File: config.mk
export PLATFORM = sky130hd
export DESIGN_NAME = circular_queue_search_update_top_flat
export DESIGN_NICKNAME = d
export VERILOG_FILES = /design/src/rtl/core/cqsu_pkg.sv /design/src/rtl/core/cqsu_in_if.sv /design/src/rtl/core/cqsu_out_if.sv /design/src/rtl/core/circular_queue_search_update_top.sv /design/src/rtl/core/cqsu_datapath.sv /design/src/rtl/core/cqsu_ctrl.sv /design/src/flat_wrapper.sv
export SDC_FILE = /design/constraint.sdc
export NUM_CORES = 1
export LEC_CHECK = 0
export ABC_CLOCK_PERIOD_IN_PS = 4500
export BUFFER_PORTS_ARGS = -buffer_cell sky130_fd_sc_hd__buf_4
export CAP_MARGIN = 20
export CORE_MARGIN = 2
export CORE_UTILIZATION = 50
export CTS_CLUSTER_DIAMETER = 40
export CTS_CLUSTER_SIZE = 16
export DETAILED_ROUTE_END_ITERATION = 7
export GPL_TIMING_DRIVEN = 0
export PLACE_DENSITY = 0.7
export SYNTH_ARGS = -nofsm -noshare
export SYNTH_HDL_FRONTEND = slang
export SYNTH_SLANG_ARGS = --single-unit
File: constraint.sdc
create_clock -name i_clk -period 4.5 [get_ports i_clk]
set_clock_uncertainty 0.2 [all_clocks]
set_input_delay 0.675 -clock i_clk [delete_from_list [all_inputs] [get_ports i_clk]]
set_output_delay 0.675 -clock i_clk [all_outputs]
set_load 0.05 [all_outputs]
File: src/rtl/core/cqsu_pkg.sv
// Shared constants, codes and control structures for the circular queue block.
`default_nettype none
package cqsu_pkg;

    localparam int DEPTH_DEF = 8;
    localparam int DATA_W    = 32;
    localparam int MODE_W    = 2;
    localparam int STATUS_W  = 2;

    localparam logic [MODE_W-1:0] MODE_PUSH   = 2'd0;
    localparam logic [MODE_W-1:0] MODE_POP    = 2'd1;
    localparam logic [MODE_W-1:0] MODE_DUMP   = 2'd2;
    localparam logic [MODE_W-1:0] MODE_UPDATE = 2'd3;

    localparam logic [STATUS_W-1:0] ST_OK        = 2'd0;
    localparam logic [STATUS_W-1:0] ST_FULL      = 2'd1;
    localparam logic [STATUS_W-1:0] ST_EMPTY     = 2'd2;
    localparam logic [STATUS_W-1:0] ST_NOT_FOUND = 2'd3;

    typedef struct packed {
        logic                in_ready;
        logic                load;
        logic                push;
        logic                pop_done;
        logic                step;
        logic                wr_upd;
        logic                emit;
        logic                emit_data;
        logic                emit_last;
        logic [STATUS_W-1:0] emit_status;
    } t_cmd;

    typedef struct packed {
        logic              in_valid;
        logic [MODE_W-1:0] in_mode;
        logic              full;
        logic              empty;
        logic              match;
        logic              last_one;
        logic              out_free;
    } t_sts;

endpackage
`default_nettype wire

File: src/rtl/core/cqsu_in_if.sv
// Input channel interface carrying one queue operation per transaction.
`default_nettype none
interface cqsu_in_if;
    logic                                valid;
    logic                                ready;
    logic [cqsu_pkg::MODE_W-1:0]         mode;
    logic signed [cqsu_pkg::DATA_W-1:0]  value;
    logic signed [cqsu_pkg::DATA_W-1:0]  new_value;

    modport source (output valid, output mode, output value, output new_value, input ready);
    modport sink   (input valid, input mode, input value, input new_value, output ready);
endinterface
`default_nettype wire

File: src/rtl/core/cqsu_out_if.sv
// Output channel interface carrying one result per transaction.
`default_nettype none
interface cqsu_out_if;
    logic                                valid;
    logic                                ready;
    logic [cqsu_pkg::STATUS_W-1:0]       status;
    logic signed [cqsu_pkg::DATA_W-1:0]  data;
    logic                                last;

    modport source (output valid, output status, output data, output last, input ready);
    modport sink   (input valid, input status, input data, input last, output ready);
endinterface
`default_nettype wire

File: src/rtl/core/circular_queue_search_update_top.sv
// Push and empty-queue transactions give their result in the cycle after acceptance.
// A pop's result passes the registered storage read and then the result register; a dump of n
// entries gives its results the same way, one per cycle while the result is free, and an
// update walks up to n entries, both paced by the storage's single registered read port.
// A new transaction is taken only when the controller is idle and the result is free.
// Reset clears the pointers, the fill count and the controller; the storage is not cleared.
`default_nettype none
module circular_queue_search_update_top #(
    parameter int DEPTH = cqsu_pkg::DEPTH_DEF
) (
    input  wire        i_clk,
    input  wire        i_rst_n,
    cqsu_in_if.sink    i_in,
    cqsu_out_if.source o_out
);
    cqsu_pkg::t_cmd s_cmd;
    cqsu_pkg::t_sts s_sts;

    cqsu_ctrl u_ctrl (
        .i_clk   (i_clk),
        .i_rst_n (i_rst_n),
        .i_sts   (s_sts),
        .o_cmd   (s_cmd)
    );

    cqsu_datapath #(
        .DEPTH (DEPTH)
    ) u_datapath (
        .i_clk   (i_clk),
        .i_rst_n (i_rst_n),
        .i_in    (i_in),
        .o_out   (o_out),
        .i_cmd   (s_cmd),
        .o_sts   (s_sts)
    );

    // A new result is never loaded over one that has not been taken.
    assert property (@(posedge i_clk) disable iff (!i_rst_n)
        s_cmd.emit |-> s_sts.out_free)
        else $error("result register overwritten");

    assert property (@(posedge i_clk) disable iff (!i_rst_n)
        s_cmd.push |-> !s_sts.full)
        else $error("push into a full queue");

    assert property (@(posedge i_clk) disable iff (!i_rst_n)
        s_cmd.wr_upd |-> (s_sts.match && !s_sts.empty))
        else $error("update written without a match");

    assert property (@(posedge i_clk) disable iff (!i_rst_n)
        (s_cmd.step || s_cmd.pop_done) |-> !s_cmd.in_ready)
        else $error("input accepted while a walk is in progress");

endmodule
`default_nettype wire

File: src/rtl/core/cqsu_datapath.sv
// Queue storage, pointers, walk counter and output register of the circular queue.
`default_nettype none
module cqsu_datapath #(
    parameter int DEPTH = cqsu_pkg::DEPTH_DEF
) (
    input  wire            i_clk,
    input  wire            i_rst_n,
    cqsu_in_if.sink        i_in,
    cqsu_out_if.source     o_out,
    input  cqsu_pkg::t_cmd i_cmd,
    output cqsu_pkg::t_sts o_sts
);
    localparam int AW = $clog2(DEPTH);
    localparam int CW = $clog2(DEPTH + 1);

    logic signed [cqsu_pkg::DATA_W-1:0] r_mem [DEPTH];
    logic signed [cqsu_pkg::DATA_W-1:0] r_rdata;
    logic signed [cqsu_pkg::DATA_W-1:0] r_key;
    logic signed [cqsu_pkg::DATA_W-1:0] r_new;
    logic [AW-1:0]                      r_head;
    logic [AW-1:0]                      r_tail;
    logic [AW-1:0]                      r_ptr;
    logic [CW-1:0]                      r_count;
    logic [CW-1:0]                      r_left;
    logic                               r_out_valid;
    logic [cqsu_pkg::STATUS_W-1:0]      r_out_status;
    logic signed [cqsu_pkg::DATA_W-1:0] r_out_data;
    logic                               r_out_last;

    logic [AW-1:0] n_head;
    logic [AW-1:0] n_tail;
    logic [AW-1:0] n_ptr;
    logic [AW-1:0] n_rd_addr;

    always_comb begin
        n_head = (r_head == AW'(DEPTH - 1)) ? '0 : r_head + AW'(1);
        n_tail = (r_tail == AW'(DEPTH - 1)) ? '0 : r_tail + AW'(1);
        n_ptr  = (r_ptr == AW'(DEPTH - 1)) ? '0 : r_ptr + AW'(1);
        if (i_cmd.load) begin
            n_rd_addr = r_head;
        end else if (i_cmd.step) begin
            n_rd_addr = n_ptr;
        end else begin
            n_rd_addr = r_ptr;
        end
    end

    always_ff @(posedge i_clk) begin
        if (i_cmd.push) begin
            r_mem[r_tail] <= i_in.value;
        end else if (i_cmd.wr_upd) begin
            r_mem[r_ptr] <= r_new;
        end
        r_rdata <= r_mem[n_rd_addr];
    end

    always_ff @(posedge i_clk) begin
        if (i_cmd.load) begin
            r_key <= i_in.value;
            r_new <= i_in.new_value;
        end
        if (i_cmd.emit) begin
            r_out_status <= i_cmd.emit_status;
            r_out_data   <= i_cmd.emit_data ? r_rdata : '0;
            r_out_last   <= i_cmd.emit_last;
        end
    end

    always_ff @(posedge i_clk) begin
        if (!i_rst_n) begin
            r_head      <= '0;
            r_tail      <= '0;
            r_count     <= '0;
            r_ptr       <= '0;
            r_left      <= '0;
            r_out_valid <= 1'b0;
        end else begin
            if (i_cmd.push) begin
                r_tail  <= n_tail;
                r_count <= r_count + CW'(1);
            end else if (i_cmd.pop_done) begin
                r_head  <= n_head;
                r_count <= r_count - CW'(1);
            end
            if (i_cmd.load) begin
                r_ptr  <= r_head;
                r_left <= r_count;
            end else if (i_cmd.step) begin
                r_ptr  <= n_ptr;
                r_left <= r_left - CW'(1);
            end
            if (i_cmd.emit) begin
                r_out_valid <= 1'b1;
            end else if (o_out.ready) begin
                r_out_valid <= 1'b0;
            end
        end
    end

    assign i_in.ready   = i_cmd.in_ready;
    assign o_out.valid  = r_out_valid;
    assign o_out.status = r_out_status;
    assign o_out.data   = r_out_data;
    assign o_out.last   = r_out_last;

    always_comb begin
        o_sts.in_valid = i_in.valid;
        o_sts.in_mode  = i_in.mode;
        o_sts.full     = (r_count == CW'(DEPTH));
        o_sts.empty    = (r_count == '0);
        o_sts.match    = (r_rdata == r_key);
        o_sts.last_one = (r_left == CW'(1));
        o_sts.out_free = !r_out_valid || o_out.ready;
    end

endmodule
`default_nettype wire

File: src/rtl/core/cqsu_ctrl.sv
// Controller state machine that sequences push, pop, dump and update transactions.
`default_nettype none
module cqsu_ctrl (
    input  wire            i_clk,
    input  wire            i_rst_n,
    input  cqsu_pkg::t_sts i_sts,
    output cqsu_pkg::t_cmd o_cmd
);
    localparam logic [1:0] S_IDLE = 2'd0;
    localparam logic [1:0] S_POP  = 2'd1;
    localparam logic [1:0] S_DUMP = 2'd2;
    localparam logic [1:0] S_UPD  = 2'd3;

    logic [1:0] r_state;
    logic [1:0] n_state;

    always_comb begin
        n_state = r_state;
        o_cmd   = '0;
        case (r_state)
            S_IDLE: begin
                o_cmd.in_ready = i_sts.out_free;
                if (i_sts.in_valid && i_sts.out_free) begin
                    o_cmd.emit      = 1'b1;
                    o_cmd.emit_last = 1'b1;
                    if (i_sts.in_mode == cqsu_pkg::MODE_PUSH) begin
                        if (i_sts.full) begin
                            o_cmd.emit_status = cqsu_pkg::ST_FULL;
                        end else begin
                            o_cmd.push        = 1'b1;
                            o_cmd.emit_status = cqsu_pkg::ST_OK;
                        end
                    end else if (i_sts.empty) begin
                        o_cmd.emit_status = cqsu_pkg::ST_EMPTY;
                    end else begin
                        o_cmd.emit = 1'b0;
                        o_cmd.load = 1'b1;
                        case (i_sts.in_mode)
                            cqsu_pkg::MODE_POP:  n_state = S_POP;
                            cqsu_pkg::MODE_DUMP: n_state = S_DUMP;
                            default:             n_state = S_UPD;
                        endcase
                    end
                end
            end
            S_POP: begin
                if (i_sts.out_free) begin
                    o_cmd.emit        = 1'b1;
                    o_cmd.emit_data   = 1'b1;
                    o_cmd.emit_last   = 1'b1;
                    o_cmd.emit_status = cqsu_pkg::ST_OK;
                    o_cmd.pop_done    = 1'b1;
                    n_state           = S_IDLE;
                end
            end
            S_DUMP: begin
                if (i_sts.out_free) begin
                    o_cmd.emit        = 1'b1;
                    o_cmd.emit_data   = 1'b1;
                    o_cmd.emit_last   = i_sts.last_one;
                    o_cmd.emit_status = cqsu_pkg::ST_OK;
                    if (i_sts.last_one) begin
                        n_state = S_IDLE;
                    end else begin
                        o_cmd.step = 1'b1;
                    end
                end
            end
            S_UPD: begin
                if (i_sts.match) begin
                    if (i_sts.out_free) begin
                        o_cmd.wr_upd      = 1'b1;
                        o_cmd.emit        = 1'b1;
                        o_cmd.emit_last   = 1'b1;
                        o_cmd.emit_status = cqsu_pkg::ST_OK;
                        n_state           = S_IDLE;
                    end
                end else if (!i_sts.last_one) begin
                    o_cmd.step = 1'b1;
                end else if (i_sts.out_free) begin
                    o_cmd.emit        = 1'b1;
                    o_cmd.emit_last   = 1'b1;
                    o_cmd.emit_status = cqsu_pkg::ST_NOT_FOUND;
                    n_state           = S_IDLE;
                end
            end
            default: begin
                n_state = S_IDLE;
            end
        endcase
    end

    always_ff @(posedge i_clk) begin
        if (!i_rst_n) begin
            r_state <= S_IDLE;
        end else begin
            r_state <= n_state;
        end
    end

endmodule
`default_nettype wire

File: src/flat_wrapper.sv
// flat-port wrapper written by rule: the top's interface ports become plain ports
module circular_queue_search_update_top_flat 
#(
    parameter int DEPTH = cqsu_pkg::DEPTH_DEF
)
  (i_clk, i_rst_n, i_in_valid, i_in_mode, i_in_value, i_in_new_value, i_in_ready, o_out_valid, o_out_status, o_out_data, o_out_last, o_out_ready);
  cqsu_in_if i_in_i ();
  cqsu_out_if o_out_i ();
  input  wire i_clk;
  input  wire i_rst_n;
  input wire logic [$bits(i_in_i.valid)-1:0] i_in_valid;
  input wire logic [$bits(i_in_i.mode)-1:0] i_in_mode;
  input wire logic [$bits(i_in_i.value)-1:0] i_in_value;
  input wire logic [$bits(i_in_i.new_value)-1:0] i_in_new_value;
  output wire logic [$bits(i_in_i.ready)-1:0] i_in_ready;
  output wire logic [$bits(o_out_i.valid)-1:0] o_out_valid;
  output wire logic [$bits(o_out_i.status)-1:0] o_out_status;
  output wire logic [$bits(o_out_i.data)-1:0] o_out_data;
  output wire logic [$bits(o_out_i.last)-1:0] o_out_last;
  input wire logic [$bits(o_out_i.ready)-1:0] o_out_ready;
  assign i_in_i.valid = i_in_valid;
  assign i_in_i.mode = i_in_mode;
  assign i_in_i.value = i_in_value;
  assign i_in_i.new_value = i_in_new_value;
  assign i_in_ready = i_in_i.ready;
  assign o_out_valid = o_out_i.valid;
  assign o_out_status = o_out_i.status;
  assign o_out_data = o_out_i.data;
  assign o_out_last = o_out_i.last;
  assign o_out_i.ready = o_out_ready;
  circular_queue_search_update_top #(.DEPTH(DEPTH)) u_core (.i_clk(i_clk), .i_rst_n(i_rst_n), .i_in(i_in_i), .o_out(o_out_i));
endmodule
==> results of run 1 <==
## per-stage QoR
| stage | hold WS [ns] | util [%] |
|---|---|---|
| 6_report | 0.08771 | 61.12 |
| 5_1_grt | 0.06900 | 61.12 |
| 4_1_cts | 0.07026 | 60.92 |
| 3_5_place_dp | 0.3336 | 55.64 |
| 3_3_place_gp | 0.3089 | 54.73 |
| 2_1_floorplan | 0.2903 | - |
## cell usage in the layout (no fill, tap or decap), types with 4 or more instances in the layout
| master | n |
|---|---|
| xnor2_1 | 4 |
| inv_8 | 5 |
| clkbuf_1 | 13 |
| a21oi_1 | 10 |
| ha_1 | 15 |
| a31oi_1 | 4 |
| nor3_1 | 5 |
| bufinv_16 | 4 |
| buf_4 | 109 |
| buf_8 | 8 |
| clkinv_4 | 4 |
| buf_2 | 5 |
| and2_1 | 37 |
| clkbuf_16 | 50 |
| edfxtp_1 | 355 |
| nor4_2 | 4 |
| nand2_1 | 18 |
| xor2_1 | 34 |
| a211oi_1 | 4 |
| nor4_1 | 4 |
| nor2_1 | 28 |
| mux2_2 | 64 |
| nor2_4 | 8 |
| buf_12 | 20 |
| o21ai_0 | 6 |
| inv_1 | 8 |
| clkinv_2 | 5 |
| inv_6 | 12 |
| mux2i_1 | 201 |
| nand3_1 | 7 |
| dfxtp_1 | 52 |
## synth_stat cells, types with 2 or more instances
library cell,n
nor4_1,4
nor2_1,36
clkbuf_1,11
and2_1,37
mux2i_1,201
a211oi_1,5
nand3_1,7
buf_6,2
buf_8,6
ha_1,15
edfxtp_1,355
nor3_1,5
inv_1,9
o21ai_0,6
nand2_1,18
xnor2_1,4
nand4_1,3
mux2_2,64
buf_2,5
buf_12,11
nor4_2,4
xor2_1,34
dfxtp_1,52
a31oi_1,4
a21oi_1,10
nor3b_1,3
a21o_1,2
## power groups by stage
stage               Clock [W]  Sequential (W)  Combinational (W)
floorplan                   0         0.00566            0.00226
global placement            0         0.00517            0.00391
detailed placement          0         0.00513            0.00406
CTS                   0.00408         0.00506            0.00409
global route          0.00423         0.00512            0.00428
finish                0.00402         0.00505            0.00403
## flip-flops by register name (all words and copies together) (netlist names)
name                            count
u_core.u_ctrl.r_state               2
u_core.u_datapath.o_out.data       32
u_core.u_datapath.o_out.last        1
u_core.u_datapath.o_out.status      2
u_core.u_datapath.o_out.valid       1
u_core.u_datapath.r_count           4
u_core.u_datapath.r_head            3
u_core.u_datapath.r_key            32
u_core.u_datapath.r_left            4
u_core.u_datapath.r_mem           256
u_core.u_datapath.r_new            32
u_core.u_datapath.r_ptr             3
u_core.u_datapath.r_rdata          32
u_core.u_datapath.r_tail            3
## worst reg2reg max path, delay by kind of cell (launching register included)
kind	cells	cell delay [ns]
AO/OA/AOI/OAI	1	0.38
XOR/XNOR	1	0.19
AND/OR/NAND/NOR	5	1.96
buffers and inverters	3	0.89
flip-flops	1	0.41
## worst max path at each step
| stage | startpoint | depth (start not counted) | endpoint |
|---|---|---|---|
| 2_1_floorplan | u_core.u_datapath.r_key[17] | 9 | u_core.u_datapath.r_mem[3][0] |
| 3_3_place_gp | u_core.u_datapath.r_key[17] | 9 | u_core.u_datapath.r_mem[1][14] |
| 3_5_place_dp | u_core.u_datapath.r_key[17] | 11 | u_core.u_datapath.r_mem[5][15] |
| 4_1_cts | u_core.u_datapath.r_key[17] | 10 | u_core.u_datapath.r_mem[3][16] |
| 5_1_grt | u_core.u_datapath.r_key[17] | 10 | u_core.u_datapath.r_mem[5][22] |
| 6_report | u_core.u_datapath.r_key[17] | 10 | u_core.u_datapath.r_mem[5][16] |
## cells by family after synthesis
group                      synth area share, %
AOI/OAI and AO/OA                        1.438
xor gates and xnor gates                 2.034
and+or+nand+nor                          4.007
buffers and inverters                    2.814
adders and majority gates                1.269
muxes                                    16.93
DFF                                      71.51
## metal layers
| layer | vias to the layer above | GRT usage, % | wire length (µm) |
|---|---|---|---|
| met2 | 256 | 33.36 | 16350 |
| met5 | - | 0 | 0 |
| met1 | 4144 | 26.37 | 14690 |
| met4 | 0 | 6.667 | 958 |
| met3 | 54 | 3.834 | 1887 |
| li1 | 3910 | - | - |
## repair_timing
action	in CTS	in global routing
setup endpoints to repair	0	77
gates resized for setup	0	3
buffers inserted	0	5
## cell type report
type / instances / area (µm²)
tap: 442 / 553.0
sequential: 407 / 11700
buffer: 37 / 424.2
multi-input combinational: 480 / 4274
fill: 2368 / 12590
clock buffer: 55 / 1290
inverter: 10 / 40.04
clock inverter: 37 / 417.9
timing repair buffer: 122 / 1084
==> run metrics, run 1 <==
Starting Density between 50% and 60%; first-pass GRT wire length 49780 µm; RSZ-0062 raised after global routing false; Worst Hold Depth 1; # diodes 0; ranking of synthesized cells by area edfxtp_1 (65%), mux2i_1 (12%), dfxtp_1 (6.4%); vias after detailed routing 8364; CTS root buffer clkbuf_16; CTS Buffer Depth 3; Layout Nets between 1000 and 1500; Layout Cells excl Fill 1590; Post-synth EDFFs approximately 360; HPWL after DPL 21950 µm; Clock Power Share between 30 and 40%; Final Max Tran Viols 0; row count 66; CP endpoint kind flop; sequential power share 38.6%; Worst Reg2Reg Path Length in Cells 10; Slew HR between 30% and 40%; HP Start i_in_new_value[31]; vias in the first global route around 8400; Worst EP required between 4 and 5 ns; CTS clk-pin slew, worst paths roughly 0.060 ns; vias per inst between 5 and 6; drt drc 0; sw power 0.004329 W; clock sinks 407; status finished, final reports clean; P&R area growth vs syn 20.91%; Port Buffer Count roughly 110; post-place setup slack 0.04952 ns; total power draw between 0.01 and 0.015 W; initial antenna violation count 0; dominant synthesized flop cell edfxtp_1; H-tree Lvls 2; Die Y roughly 180 µm; total die area roughly 34000 µm²; chip width between 150 and 200 µm; max frequency approximately 230 MHz; Int Power between 0.008 and 0.009 W; startpoint types flop; CP Class reg2reg; VDD IR max a little over 0.4 mV; IO Count around 110; slowest stage delay, CP between 0.5 and 0.6 ns; DRT antenna net count 0; TritonCTS clock tree built; final hold vios 0; R2R Setup Slk 0.16 ns; Pwr per Cell Area 662.3 nW/µm²; fraction of registers with async set/reset 0%; CTS Buf Count a little under 50; CP Buf/Inv Count 3; critical path's top delay family simple AND/OR/NAND/NOR gates; Seq/Total Area, Yosys a little under three quarters; Yosys warning count 0; largest net degree at the start of global routing 53; syn avg cell area about 18 µm²; CTS Hold Bufs 0; layout cells sized above 1 between 20% and 30%; Seq cells post-synth a little over 400; # placed instances around 1500; Final setup viols 0; Worst-Skew Late Latency around 0.56 ns; setup TNS 0 ns; slowest CP cell nor2_4; Detailed Route WL about 34000 µm; final instance area 19780 µm²; DRT iter0 DRCs ~530; grt total ovfl 0; post-synth cell types 48; total track usage 19.97%; synthesized cell area about 16000 µm²; crit-path max FO 20; DRT Pass-1 Iters 5; switching share of power 33.04%; worst path arrival time around 4.4 ns; min-delay worst type in2reg; Tmin final roughly 4.3 ns; Syn Inst Count approximately 930; r2r endpoint u_core.u_datapath.r_mem[5][16]; post-synth top area cell edfxtp_1; cell chain of the critical path xor2_1 > nor4_2 > nand4_1 > or2_1 > clkbuf_2 > nor2_1 > clkbuf_1 > a32oi_1 > nor2_4 > buf_12; Core Box Area ~32000 µm²; Comb power frac around 31%; crit share post-route 96.37%; worst-margin pin slew around 0.95 ns; RD Place Congestion approximately 0.80; final setup margin 0.1635 ns; post-synth net total approximately 1000; worst min-delay path endpoint u_core.u_datapath.r_new[31]; wire length per cell about 21 µm; MaxCap Viol Count 0; cell leakage power between 7 and 8 nW; top cell type's share of synthesized area about 65%; dpl cell area around 18000 µm²; R2R Path Start u_core.u_datapath.r_key[17]
(Power assumes the default switching activity.)
==> run 2, diff against run 1 <==
- BUFFER_PORTS_ARGS: -buffer_cell sky130_fd_sc_hd__buf_4 -> not set
- DONT_BUFFER_PORTS: not set -> 1
- PLACE_DENSITY: 0.7 -> 0.68
- SETUP_SLACK_MARGIN: not set -> 0.5
==> run 2 against run 1 <==
  * Total power is 1.5% lower
  * Register-to-register slack improved by 0.57 ns
  * Non-clock buffer count shrank 35
  * Sequential share of layout area decreased by 0.12 points
  * Routed wire length grew 0.78%
  * Fmax rose by 15%
  * Worst hold slack lost 0.056 ns
  * Setup slack better by 0.57 ns
  * Sequential power up 12%
  * First-iteration DRC count increased by 12%
  * Via count fell by 1.6%
  * Critical path type unchanged
  * Highest routed layer unchanged
==> run metrics, run 2 (synthesis gave the netlist of run 1 again) <==
worst path arrival time about 3.8 ns; total track usage roughly 21%; startpoint types flop; RD Place Congestion between 0.7 and 0.8; total die area approximately 34000 µm²; # diodes 0; CP startpoint u_core.u_datapath.r_key[31]; row count 66; max frequency approximately 270 MHz; wire length per cell ~22 µm; Core Box Area roughly 32000 µm²; cell leakage power slightly above 7 nW; first-pass GRT wire length roughly 50000 µm; CP Class reg2reg; crit share post-route between 80% and 90%; Die Y about 180 µm; Final Max Tran Viols 0; clock sinks slightly above 400; Slew HR approximately 36%; Layout Cells excl Fill between 1500 and 2000; Fill cells roughly 2400; IO Count around 110; Final setup viols 0; initial antenna violation count 0; MaxCap Viol Count 0; Reg area roughly 12000 µm²; CP endpoint kind flop; drt drc 0; H-tree Lvls 2; CTS Buf Count 48; max reg flops ~260; Detailed Route WL approximately 34000 µm; chip width about 180 µm; status finished, final reports clean; DRT antenna net count 0; HPWL after DPL between 20000 and 25000 µm; largest net degree at the start of global routing 54; layout cells sized above 1 20.16%; vias in the first global route between 8000 and 9000; Worst EP required around 4.6 ns; CTS Buffer Depth 3; Pwr per Cell Area around 650 nW/µm²; Port Buffer Count 0; DRT Pass-1 Iters 4; vias after detailed routing between 8000 and 9000; Worst-Skew Late Latency about 0.57 ns; Worst Hold Depth 1; Tmin final 3.770 ns; P&R area growth vs syn 21.14%; final hold vios 0; R2R Path Start u_core.u_datapath.r_key[31]; total power draw 0.01291 W; area of the multi-input gates ~4300 µm²; Starting Density 50.55%; # placed instances 1387; DRT iter0 DRCs 598; Worst Reg2Reg Path Length in Cells 10; vias per inst 5.300; most common cell after layout, fill and taps aside edfxtp_1; most frequent cells in the layout edfxtp_1 (355), mux2i_1 (201), mux2_2 (64), dlygate4sd3_1 (64), dfxtp_1 (52); Layout Nets about 1200; worst-margin pin slew 0.9578 ns; min-delay worst type in2reg; RSZ-0062 raised after global routing false; CTS clk-pin slew, worst paths ~0.060 ns; grt total ovfl 0; crit-path max FO 24; VDD IR max 0.4726 mV; TritonCTS clock tree built; HP Start i_rst_n; Biggest register u_core.u_datapath.r_mem; CTS root buffer clkbuf_16
==> run 2: cell type report <==
class | instances | share of cell area, %
flip-flops and latches | 407 | 59.03
clock buffers | 51 | 6.167
inverters | 10 | 0.2020
well taps | 442 | 2.790
clock inverters | 39 | 2.474
multi-input cells | 480 | 21.65
plain buffers | 37 | 2.159
repair buffers | 87 | 5.529
==> run 2: report_power, final <==
part           total [W]  switching [W]  internal, W
sequential       0.00566       0.000857      0.00480
clock            0.00403        0.00167      0.00236
combinational    0.00322        0.00178      0.00145
==> run 2: what timing repair did <==
item                                   in CTS  in global routing
setup buffers                              11                  1
endpoints found under the hold margin      64                  0
hold buffers                               64                  0
setup endpoints to repair                 253                 55
pin swaps                                   6                  1
resized for setup                           4                  2
==> run 2: path summary, 6_finish.rpt <==
path | end | slack [ns]
max | u_core.u_datapath.r_mem[4][14] | 0.73
min | u_core.u_datapath.r_ptr[0] | 0.03
max reg2reg | u_core.u_datapath.r_mem[4][14] | 0.73
min reg2reg | u_core.u_datapath.r_count[2] | 0.35
==> run 2: layer usage <==
layer	track usage [%]	part of all wire [%]	wire [µm]	vias to the layer above
met5	0	0	0	-
met4	5.016	1.9	658	0
met3	3.736	5.1	1750	50
met2	33.96	48	16440	226
met1	28.25	45	15290	4118
li1	-	-	-	3837
==> run 2: per-stage QoR <==
step	hold slack [ns]	setup WS [ns]	setup TNS (ns)	cell area (µm²)	util [%]
floorplan	0.2903	0.5192	0	16370	-
global placement	0.3080	-1.916	-527.30	16920	52.27
detailed placement	0.3309	-0.08141	-1.194	17240	53.27
CTS	0.01595	0.6030	0	19810	61.19
global route	0.01632	0.6071	0	19820	61.24
finish	0.03157	0.7300	0	19820	61.24
==> run 2: critical path, stage by stage, from the launching register on <==
cell and delay [ns]:
edfxtp_1 0.37, xor2_1 0.24, nor4_4 0.39, nand4_1 0.28
or2_1 0.29, clkbuf_2 0.16, nor2_2 0.26, clkbuf_2 0.34
a31oi_2 0.22, nor2_4 0.39, buf_12 0.27
